===== src/rtl/core/msc_pkg.sv =====
package msc_pkg;

	// Store depths (powers of two)
	localparam int IMEM_WORDS_DEF = 256;
	localparam int DMEM_WORDS_DEF = 256;

	localparam int XLEN    = 32;
	localparam int RF_REGS = 32;
	localparam int RF_AW   = 5;

	// Item kinds carried on the input tuser
	localparam logic [1:0] OP_EXEC = 2'd0;
	localparam logic [1:0] OP_LDI  = 2'd1;
	localparam logic [1:0] OP_LDD  = 2'd2;

	// Primary opcodes
	localparam logic [5:0] OPC_RTYPE = 6'h00;
	localparam logic [5:0] OPC_J     = 6'h02;
	localparam logic [5:0] OPC_BEQ   = 6'h04;
	localparam logic [5:0] OPC_BNE   = 6'h05;
	localparam logic [5:0] OPC_ADDI  = 6'h08;
	localparam logic [5:0] OPC_ADDIU = 6'h09;
	localparam logic [5:0] OPC_SLTI  = 6'h0a;
	localparam logic [5:0] OPC_ANDI  = 6'h0c;
	localparam logic [5:0] OPC_ORI   = 6'h0d;
	localparam logic [5:0] OPC_LW    = 6'h23;
	localparam logic [5:0] OPC_SW    = 6'h2b;

	// R-type function codes
	localparam logic [5:0] FN_ADD  = 6'd32;
	localparam logic [5:0] FN_ADDU = 6'd33;
	localparam logic [5:0] FN_SUB  = 6'd34;
	localparam logic [5:0] FN_SUBU = 6'd35;
	localparam logic [5:0] FN_AND  = 6'd36;
	localparam logic [5:0] FN_OR   = 6'd37;
	localparam logic [5:0] FN_SLT  = 6'd42;

	// Decoded and executed instruction
	typedef struct packed {
		logic             valid;
		logic             wreg;     // register write, destination nonzero
		logic [RF_AW-1:0] dst;
		logic [XLEN-1:0]  value;    // ALU result (not used for lw)
		logic             is_lw;
		logic             wmem;
		logic [XLEN-1:0]  addr;     // rs + sign-extended offset
		logic [XLEN-1:0]  next_pc;
	} exec_t;

	// One register file write port
	typedef struct packed {
		logic             en;
		logic [RF_AW-1:0] addr;
		logic [XLEN-1:0]  data;
	} rf_wr_t;

endpackage


===== src/rtl/core/msc_regfile.sv =====
module msc_regfile
	import msc_pkg::*;
(
	input  logic             clk,
	input  logic             arst_n,
	input  rf_wr_t           wb,       // late write from a load word
	input  rf_wr_t           wr,       // write from the executing instruction
	input  logic [RF_AW-1:0] ra_addr,
	input  logic [RF_AW-1:0] rb_addr,
	output logic [XLEN-1:0]  ra_data,
	output logic [XLEN-1:0]  rb_data
);

	logic [XLEN-1:0] rf_q [RF_REGS];

	// Update registers; the executing instruction wins over the load write
	always_ff @(posedge clk or negedge arst_n) begin
		if (!arst_n) begin
			for (int i = 0; i < RF_REGS; i++) begin
				rf_q[i] <= '0;
			end
		end else begin
			for (int i = 0; i < RF_REGS; i++) begin
				if (wr.en && wr.addr == RF_AW'(i)) begin
					rf_q[i] <= wr.data;
				end else if (wb.en && wb.addr == RF_AW'(i)) begin
					rf_q[i] <= wb.data;
				end
			end
		end
	end

	assign ra_data = rf_q[ra_addr];
	assign rb_data = rf_q[rb_addr];

endmodule


===== config.mk =====
export PLATFORM = sky130hd
export DESIGN_NAME = msc_regfile
export DESIGN_NICKNAME = d
export VERILOG_FILES = /design/src/rtl/core/msc_pkg.sv /design/src/rtl/core/msc_regfile.sv
export SDC_FILE = /design/constraint.sdc
export NUM_CORES = 2
export LEC_CHECK = 0
export CORE_AREA = 10 10 260 448
export CTS_CLUSTER_DIAMETER = 200
export DETAILED_ROUTE_END_ITERATION = 6
export DIE_AREA = 0 0 270 458
export DONT_BUFFER_PORTS = 1
export GPL_ROUTABILITY_DRIVEN = 0
export PLACE_DENSITY_LB_ADDON = 0.08
export SLEW_MARGIN = 15
export SYNTH_ARGS = -nofsm -noshare
export SYNTH_HDL_FRONTEND = slang
export SYNTH_SLANG_ARGS = --single-unit

===== constraint.sdc =====
create_clock -name clk -period 2.11 [get_ports clk]
set_input_delay 0.3165 -clock clk [delete_from_list [all_inputs] [get_ports clk]]
set_output_delay 0.3165 -clock clk [all_outputs]
set_load 0.005 [all_outputs]

==> metrics <==
outcome finished with violations; failing checks DRC, hold timing, slew limit, setup timing; r2r worst-path depth 4; dpl cell area 67500 um2; first-pass GRT wire length 378000 um; global routing's busiest layer met2; Seq/Total Area, Yosys 0.395; cell chain of the critical path mux2i_1 -> a22oi_1 -> a31oi_2 -> nand3_2; reg-to-reg endpoint rf_q[803]; Setup CP Type input pin to output port; startpoint types input pin; grt met1 use 0.484; DRT Pass-1 Iters 7; f_max between 200 and 300 MHz; Clk Latency, worst-skew pair 0.74 ns; die footprint 124000 um2; area growth from synthesis to layout 17.2%; Die X between 200 and 300 um; Tot Pwr around 65 mW; CTS clk-pin slew, worst paths around 0.060 ns; Final Hold Vio Count 272; number of global-route vias before repair 56400; DRC 1; CTS Sinks around 1000; WL/cell 31.5 um; Final Cycle Share 1.61; GRT met3 Usage 0.102; worst min-delay path class input pin to async pin; via count approximately 59000; antenna violations before repair 19; WP buf/inv 0; number of buffers created by CTS slightly below 100; synthesized area ~65000 um2; core area 109000 um2; final setup vio count 64; Routed Antenna Nets 0; Max VDD drop approximately 0.8 mV; share of layout cells above drive strength 1 0.112; Gate power share 0.269; Placed Instances 7991; number of synthesized flops with an enable pin 0; slew margin rel. -0.746; Overflow after GRT 0; Hold WS -0.323 ns; setup slack after layout -1.28 ns; Largest Register rf_q; Pleak about 36 nW; CP Data Required Time around 1.8 ns; Synth cell types 30; Starting Density 0.597; Top Registers rf_q: 1024 flops; Critical Path Max Stage Delay 0.85 ns; I/O Buffers 0; cell chosen for the clock root clkbuf_16; post-synth top area share 0.395; CP Capture Type output port; Ys Warns 0; Synth async-reset ratio 1.00; FP Rows 160; Final Non-Filler Cells roughly 8500; First DRT Iteration DRCs 7771; total routed wirelength between 200000 and 300000 um; Seq pwr share 0.451; I/O pin count around 150; Clk network pwr share 0.280; ys flop type dfrtp_1; post-synth top area cell dfrtp_1; clock buffer depth 3; Psw about 22 mW; Final #Nets around 7100; Worst Path Arrival between 3 and 4 ns; max FFs per register 1024; min Tclk post-route between 3 and 4 ns; Die Ht between 400 and 500 um; RSZ-0062 raised after global routing true; CP top delay family multiplexers; Mean Syn Cell Area 9.25 um2; GRT Total Usage 0.408; Net Sw Frac 0.333; largest net degree at the start of global routing ~1000; hpwl dp 146000 um; final instance area 76100 um2; Slew @ Worst Pin ~2.6 ns; Slowest-stage cell, CP mux2i_1; RR Startpoint rf_q[803]; met2 Track Usage GR 0.633; pwr dens between 800 and 900 nW/um2; Syn Nets 7103; fin. max-slew vios 325; Synth Instances 7015; max-cap violation count 0; CTS tree built; final core utilization 0.700; Worst Skew 0 ns; Critical Path Fanout Max around 510; via/cell ratio between 6 and 7; htree depth 3; synth top area cells dfrtp_1 39%, mux2i_1 32%, a21oi_1 5.7%, nand2_1 4.1%, o21ai_0 3.5%; Synth Register Bits roughly 1000; FF-to-FF setup slack 0.16 ns; Internal 43.5 mW
==> cell type report <==
class	count	area (um2)
timing repair buffer	625	8090
clock buffer	140	2860
tap	1458	1820
sequential	1024	25600
antenna	14	35.0
fill	8359	32600
multi-input combinational	5236	37300
clock inverter	33	302
==> worst reg2reg max path, delay by kind of cell, from the launching register on <==
kind | cells | cell delay (ns)
AO/OA/AOI/OAI | 1 | 0.08
flip-flops | 1 | 0.40
multiplexers | 1 | 0.18
buffers and inverters | 2 | 1.17
==> logic make-up after synthesis <==
kind of cell	Yosys count	synth area share
AOI/OAI and AO/OA	1600	0.139
and+or+nand+nor	1588	0.0994
buffers and inverters	755	0.0502
DFF	1024	0.395
muxes	2048	0.316
==> repair_timing <==
item | 4_1_cts | 5_1_grt
hold buffers | 271 | 5
buffers inserted | 8 | 36
endpoints found under the hold margin | 2048 | 444
resized for setup | 95 | 79
setup endpoints to repair | 64 | 303
pin swaps | 60 | 104
gates cloned | 0 | 24
==> power groups by stage <==
stage / registers (mW) / logic (mW) / clock network, mW
global placement: 29.1 / 13.3 / 0
detailed placement: 29.4 / 13.8 / 0
floorplan: 28.1 / 11.5 / 0
CTS: 29.1 / 15.9 / 18.2
finish: 29.4 / 17.5 / 18.2
global route: 29.9 / 19.1 / 19.0
==> synthesized netlist by cell type, types with 4 or more instances <==
cell type,instances
nand3_1,200
o21ai_0,459
nor2b_1,16
buf_4,34
mux2i_1,2048
nand2b_1,9
buf_6,6
a21oi_1,736
nor2_2,6
a31oi_1,64
a22o_1,128
or3_1,4
nand2_1,705
o21ai_1,21
nor2_1,567
nor3_1,65
buf_1,24
a22oi_1,192
dfrtp_1,1024
buf_2,197
clkbuf_1,493
==> layout by cell type (no fill, tap or decap), drive strengths merged, types with 9 or more instances in the layout <==
cell type,count
diode,14
o21ai,480
a21oi,736
nand3,200
clkbuf,156
a31oi,64
clkinv,22
dlygate4sd3,210
buf,399
a22o,128
mux2i,2048
nand2,705
nor2b,16
nand2b,9
dfrtp,1024
nor2,573
nor3,67
a22oi,192
==> through the flow <==
step	setup slack (ns)	hold WS [ns]	setup TNS (ns)
global placement	-0.119	0.0754	-0.261
CTS	-0.338	-0.690	-12.22
finish	-1.28	-0.323	-29.83
floorplan	0.187	0.0209	0
global route	-0.435	-0.226	-22.04
detailed placement	-0.101	0.0829	-0.284
==> worst max-delay path by stage <==
stage,from,endpoint,slack [ns],cells after the start
finish,ra_addr[1],ra_data[27],-1.28,4
detailed placement,rb_addr[0],rb_data[19],-0.10,6
CTS,rf_q[933],rb_data[5],-0.34,6
floorplan,ra_addr[1],ra_data[25],0.19,8
global placement,rb_addr[0],rb_data[19],-0.12,6
global route,rf_q[965],rb_data[5],-0.44,6
==> metal layers <==
| layer | routed length (um) | share of wire | vias to the layer above |
|---|---|---|---|
| li1 | - | - | 24900 |
| met1 | 94700 | 0.35 | 28500 |
| met2 | 120000 | 0.45 | 3969 |
| met3 | 29900 | 0.11 | 1223 |
| met4 | 23900 | 0.089 | 18 |
| met5 | 131 | 0.00049 | - |
Power figures use the tool's default switching activity.
