## src/rtl/core/msc_pkg.sv

```systemverilog
package msc_pkg;

	// Store depths (powers of two)
	localparam int IMEM_WORDS_DEF = 256;
	localparam int DMEM_WORDS_DEF = 256;

	localparam int XLEN    = 32;
	localparam int RF_REGS = 32;
	localparam int RF_AW   = 5;

	// Item kinds carried on the input tuser
	localparam logic [1:0] OP_EXEC = 2'd0;
	localparam logic [1:0] OP_LDI  = 2'd1;
	localparam logic [1:0] OP_LDD  = 2'd2;

	// Primary opcodes
	localparam logic [5:0] OPC_RTYPE = 6'h00;
	localparam logic [5:0] OPC_J     = 6'h02;
	localparam logic [5:0] OPC_BEQ   = 6'h04;
	localparam logic [5:0] OPC_BNE   = 6'h05;
	localparam logic [5:0] OPC_ADDI  = 6'h08;
	localparam logic [5:0] OPC_ADDIU = 6'h09;
	localparam logic [5:0] OPC_SLTI  = 6'h0a;
	localparam logic [5:0] OPC_ANDI  = 6'h0c;
	localparam logic [5:0] OPC_ORI   = 6'h0d;
	localparam logic [5:0] OPC_LW    = 6'h23;
	localparam logic [5:0] OPC_SW    = 6'h2b;

	// R-type function codes
	localparam logic [5:0] FN_ADD  = 6'd32;
	localparam logic [5:0] FN_ADDU = 6'd33;
	localparam logic [5:0] FN_SUB  = 6'd34;
	localparam logic [5:0] FN_SUBU = 6'd35;
	localparam logic [5:0] FN_AND  = 6'd36;
	localparam logic [5:0] FN_OR   = 6'd37;
	localparam logic [5:0] FN_SLT  = 6'd42;

	// Decoded and executed instruction
	typedef struct packed {
		logic             valid;
		logic             wreg;     // register write, destination nonzero
		logic [RF_AW-1:0] dst;
		logic [XLEN-1:0]  value;    // ALU result (not used for lw)
		logic             is_lw;
		logic             wmem;
		logic [XLEN-1:0]  addr;     // rs + sign-extended offset
		logic [XLEN-1:0]  next_pc;
	} exec_t;

	// One register file write port
	typedef struct packed {
		logic             en;
		logic [RF_AW-1:0] addr;
		logic [XLEN-1:0]  data;
	} rf_wr_t;

endpackage

```

## src/rtl/core/msc_exec.sv

```systemverilog
module msc_exec
	import msc_pkg::*;
(
	input  logic [XLEN-1:0] pc,
	input  logic [31:0]     instr,
	input  logic [XLEN-1:0] a,
	input  logic [XLEN-1:0] b,
	output exec_t           ex
);

	logic [5:0]      opc;
	logic [5:0]      funct;
	logic [4:0]      rt;
	logic [4:0]      rd;
	logic [XLEN-1:0] simm;
	logic [XLEN-1:0] zimm;
	logic [XLEN-1:0] pc4;
	logic [XLEN-1:0] br_target;

	assign opc       = instr[31:26];
	assign rt        = instr[20:16];
	assign rd        = instr[15:11];
	assign funct     = instr[5:0];
	assign simm      = {{16{instr[15]}}, instr[15:0]};
	assign zimm      = {16'd0, instr[15:0]};
	assign pc4       = pc + 32'd4;
	assign br_target = pc4 + {simm[29:0], 2'b00};

	// Decode and execute
	always_comb begin
		ex         = '0;
		ex.valid   = 1'b1;
		ex.next_pc = pc4;
		ex.addr    = a + simm;
		case (opc)
			OPC_RTYPE: begin
				ex.dst  = rd;
				ex.wreg = 1'b1;
				case (funct)
					FN_ADD, FN_ADDU: ex.value = a + b;
					FN_SUB, FN_SUBU: ex.value = a - b;
					FN_AND:          ex.value = a & b;
					FN_OR:           ex.value = a | b;
					FN_SLT:          ex.value = {31'd0, a < b};
					default: begin
						ex.valid = 1'b0;
						ex.wreg  = 1'b0;
					end
				endcase
			end
			OPC_ADDI, OPC_ADDIU: begin
				ex.dst   = rt;
				ex.wreg  = 1'b1;
				ex.value = a + simm;
			end
			OPC_SLTI: begin
				ex.dst   = rt;
				ex.wreg  = 1'b1;
				ex.value = {31'd0, a < simm};
			end
			OPC_ANDI: begin
				ex.dst   = rt;
				ex.wreg  = 1'b1;
				ex.value = a & zimm;
			end
			OPC_ORI: begin
				ex.dst   = rt;
				ex.wreg  = 1'b1;
				ex.value = a | zimm;
			end
			OPC_LW: begin
				ex.dst   = rt;
				ex.wreg  = 1'b1;
				ex.is_lw = 1'b1;
			end
			OPC_SW: begin
				ex.wmem = 1'b1;
			end
			OPC_BEQ: begin
				if (a == b) begin
					ex.next_pc = br_target;
				end
			end
			OPC_BNE: begin
				if (a != b) begin
					ex.next_pc = br_target;
				end
			end
			OPC_J: begin
				ex.next_pc = {pc4[31:28], instr[25:0], 2'b00};
			end
			default: begin
				ex.valid = 1'b0;
			end
		endcase

		// Drop writes to register zero; an invalid encoding changes nothing
		if (ex.dst == '0) begin
			ex.wreg  = 1'b0;
			ex.is_lw = 1'b0;
		end
		if (!ex.valid) begin
			ex.next_pc = pc;
			ex.wmem    = 1'b0;
		end
		if (!ex.wreg) begin
			ex.dst   = '0;
			ex.value = '0;
		end
	end

endmodule

```

## config.mk

```make
export PLATFORM = sky130hd
export DESIGN_NAME = msc_exec
export DESIGN_NICKNAME = d
export VERILOG_FILES = /design/src/rtl/core/msc_pkg.sv /design/src/rtl/core/msc_exec.sv
export SDC_FILE = /design/constraint.sdc
export NUM_CORES = 1
export LEC_CHECK = 0
export ABC_CLOCK_PERIOD_IN_PS = 10250
export BUFFER_PORTS_ARGS = -buffer_cell sky130_fd_sc_hd__buf_2
export CORE_ASPECT_RATIO = 1.2
export CORE_MARGIN = 2
export CORE_UTILIZATION = 40
export DETAILED_ROUTE_END_ITERATION = 8
export PLACE_DENSITY = 0.59
export SYNTH_ARGS = -nofsm -noshare
export SYNTH_HDL_FRONTEND = slang
export SYNTH_SLANG_ARGS = --single-unit
```

## constraint.sdc

```tcl
create_clock -name vclk -period 10.25
set_clock_uncertainty 0.05 [all_clocks]
set_input_delay 2.05 -clock vclk [all_inputs]
set_output_delay 2.05 -clock vclk [all_outputs]
set_load 0.02 [all_outputs]
```

==> flow_summary.yaml <==
sta:
  clock.fmax_mhz: 116.4
  rsz_0062_raised_after_global_routing: "no"
  hold_ws_ns: 4.341
  max-slew-margin-rel_pct: 28.67
  final_hold_viol_count: 0
  setup_viol_count_final: 0
  worst_pin_slew_ns: 1.061
  layout_setup_ws_ns: 1.657
  fin_crit_sh_pct: 83.84
  finalSetupTns_ns: 0
  final_period_demand_of_the_worst_path_ns: 8.593
  report.final.slew_viol_count: 0
clocking:
  holdBufCountCts: 0
  cts_repair_resize_count: 0
  cts_post_setup_buffers_inserted: 0
cells_and_area:
  nNetsFinal: 2184
  drive_gt1_share_pct: 15.17
  filler_cell_count: 2938
  stdcell_area_um2: 12430
  seq_cell_count: 0
  regArea_um2: 0
  layout.cells.most_common: "sky130_fd_sc_hd__buf_2"
  clkbuf_count: 0
  most_used_cells_in_the_layout_excluding_fill_and_tap_cells: "sky130_fd_sc_hd__buf_2 (233), sky130_fd_sc_hd__ha_1 (211), sky130_fd_sc_hd__nor2_1 (166)"
  synthToLayoutAreaGrowth_pct: 11.75
route:
  drt_pass1_iterations: 8
  initialDrtViolationCount: 1023
  via_count: 13450
  routed_via_density: 6.163
  drt.antenna.violating_nets: 0
  wire_per_inst_um: 20.64
  finalWirelength_um: 45040
  post-route-drc-count: 0
logic_synthesis:
  synth_fp_nets: 2025
  seq_area_frac_synth_pct: 0
  synth.largest_area_cell: "sky130_fd_sc_hd__ha_1"
  synth_area_per_cell_um2: 6.611
  ys_top_cells_by_area: "sky130_fd_sc_hd__ha_1 (24%), sky130_fd_sc_hd__a21oi_1 (7.3%), sky130_fd_sc_hd__xnor2_1 (6.4%)"
  syn-instance-count: 1682
  synth-warning-count: 0
  synth.distinct_cells: 90
  synth.cell_area_um2: 11120
  post-synth-top-area-fraction_pct: 23.74
floorplan:
  core_region_area_um2: 27250
  design.die.area_um2: 29150
  rows: 66
  die_width_um: 156.2
  design.portCount: 233
  initial_core_utilization_pct: 40.80
  die_height_um: 186.6
pwr:
  power_leakage_nw: 5.863
  pwr-share-clk_pct: 0
  p_switching_mw: 0.4555
  max-vdd-ir-drop_mv: 0.02356
  power_density_nw_per_um2: 57.26
  power.combinational.fraction_pct: 100.0
  seq_power_share_pct: 0
  switching_share_pct: 64.02
  internal_power_mw: 0.2560
grt:
  maximum_number_of_pins_on_one_net_before_global_route_repair: 67
  antenna_violations_before_repair: 3
  grtUsageTotal_pct: 29.31
  grt_first_pass_wirelength_um: 69430
  grt-ovfl-total: 0
  first_global_vias: 12770
critical_path:
  start_kind: "input pin"
  critical-path-top-delay-family: "compound AO/OA/AOI/OAI gates"
  cpPeakStageDelay_ns: 0.89
  cpMaxStageDelayCell: "sky130_fd_sc_hd__o31ai_1"
  crit_chain: "buf_2 > inv_1 > fa_1 > nor2b_1 > o31a_1 > o21ai_2 > o31ai_1 > o21ai_1 > a21oi_1 > a221o_1 > xnor2_1 > nand2_1 > a21oi_1 > buf_2"
  cp_data_required_time_ns: 8.15
  arrival_ns: 6.49
  crit_fanout: 28
  worst-setup-path-type: "in2out"
  critical_path.n_buffers_inverters: 3
  capturing_element_type_of_the_critical_path: "output port"
placement:
  hpwl_um: 36810
  place_area_um2: 12420
  pre_cts_slack_ns: 1.759
  placement.io_buffers: 233
  place_congestion: 0.9816
run:
  maxCapViolations: 0
min_path:
  hold_wc_path_type: "in2out"
run_status:
  result_of_the_run: "finished, final reports clean"
## per-stage QoR
| stage | utilization [%] | instances | power, mW |
|---|---|---|---|
| after floorplan | - | 1682 | 0.4851 |
| after global placement | 45.57 | 2179 | 0.6923 |
| after detailed placement | 45.57 | 2179 | 0.6973 |
| after CTS | 45.57 | 2179 | 0.7015 |
| after global routing | 45.59 | 2181 | 0.7737 |
| final | 45.60 | 2182 | 0.7115 |
## synthesized netlist by cell type, types with 26 or more instances
cell and count:
sky130_fd_sc_hd__a211oi_1 28, sky130_fd_sc_hd__a21o_1 40, sky130_fd_sc_hd__a21oi_1 163, sky130_fd_sc_hd__a222oi_1 27, sky130_fd_sc_hd__clkbuf_1 61, sky130_fd_sc_hd__ha_1 211, sky130_fd_sc_hd__inv_1 149, sky130_fd_sc_hd__nand2_1 131
sky130_fd_sc_hd__nand3_1 45, sky130_fd_sc_hd__nor2_1 166, sky130_fd_sc_hd__nor3_1 52, sky130_fd_sc_hd__o21ai_0 101, sky130_fd_sc_hd__o22ai_1 26, sky130_fd_sc_hd__xnor2_1 81
## tightest hold or removal path: stages
cell                      delay [ns]
sky130_fd_sc_hd__buf_2          0.08
sky130_fd_sc_hd__xnor2_1        0.06
sky130_fd_sc_hd__buf_2          0.15
## cell type report
| class | instances | area [um^2] | share of cell area (%) |
|---|---|---|---|
| well taps | 340 | 425.4 | 3.424 |
| inverters | 151 | 566.8 | 4.561 |
| repair buffers | 243 | 1241 | 9.989 |
| diodes | 3 | 7.507 | 0.06042 |
| multi-input cells | 1445 | 10180 | 81.97 |
## power groups by stage
stage | Clock, mW | Sequential [mW] | Combinational (mW)
global placement | 0 | 0 | 0.692
floorplan | 0 | 0 | 0.485
CTS | 0 | 0 | 0.701
global route | 0.0000000261 | 0 | 0.774
detailed placement | 0 | 0 | 0.697
finish | 0.0000000392 | 0 | 0.712
## per-layer routing
| metal | part of all wire, % | GRT usage (%) | up-vias |
|---|---|---|---|
| li1 | - | - | 6447 |
| met5 | 0.029 | 0 | - |
| met3 | 7.3 | 3.994 | 91 |
| met4 | 3.7 | 9.951 | 2 |
| met2 | 47 | 50.20 | 608 |
| met1 | 42 | 37.50 | 6300 |
## path summary, 6_finish.rpt
check,start,end,cells past startpoint,slack (ns)
worst max-delay path,instr[1],ex[86],14,1.66
worst min-delay path,pc[31],ex[31],3,4.34
## cell families (layout without fill, tap and decap cells)
family                   Yosys count  in the layout  share of synthesized area [%]
multiplexers                      12             12                          1.125
AO/OA/AOI/OAI                    582            582                          34.42
buffers and inverters            237            394                          8.507
AND/OR/NAND/NOR                  531            531                          23.15
adder cells (fa/ha/maj)          215            215                          24.46
other                              0              3                              0
XOR/XNOR                         105            105                          8.338
(Power assumes the default switching activity.)
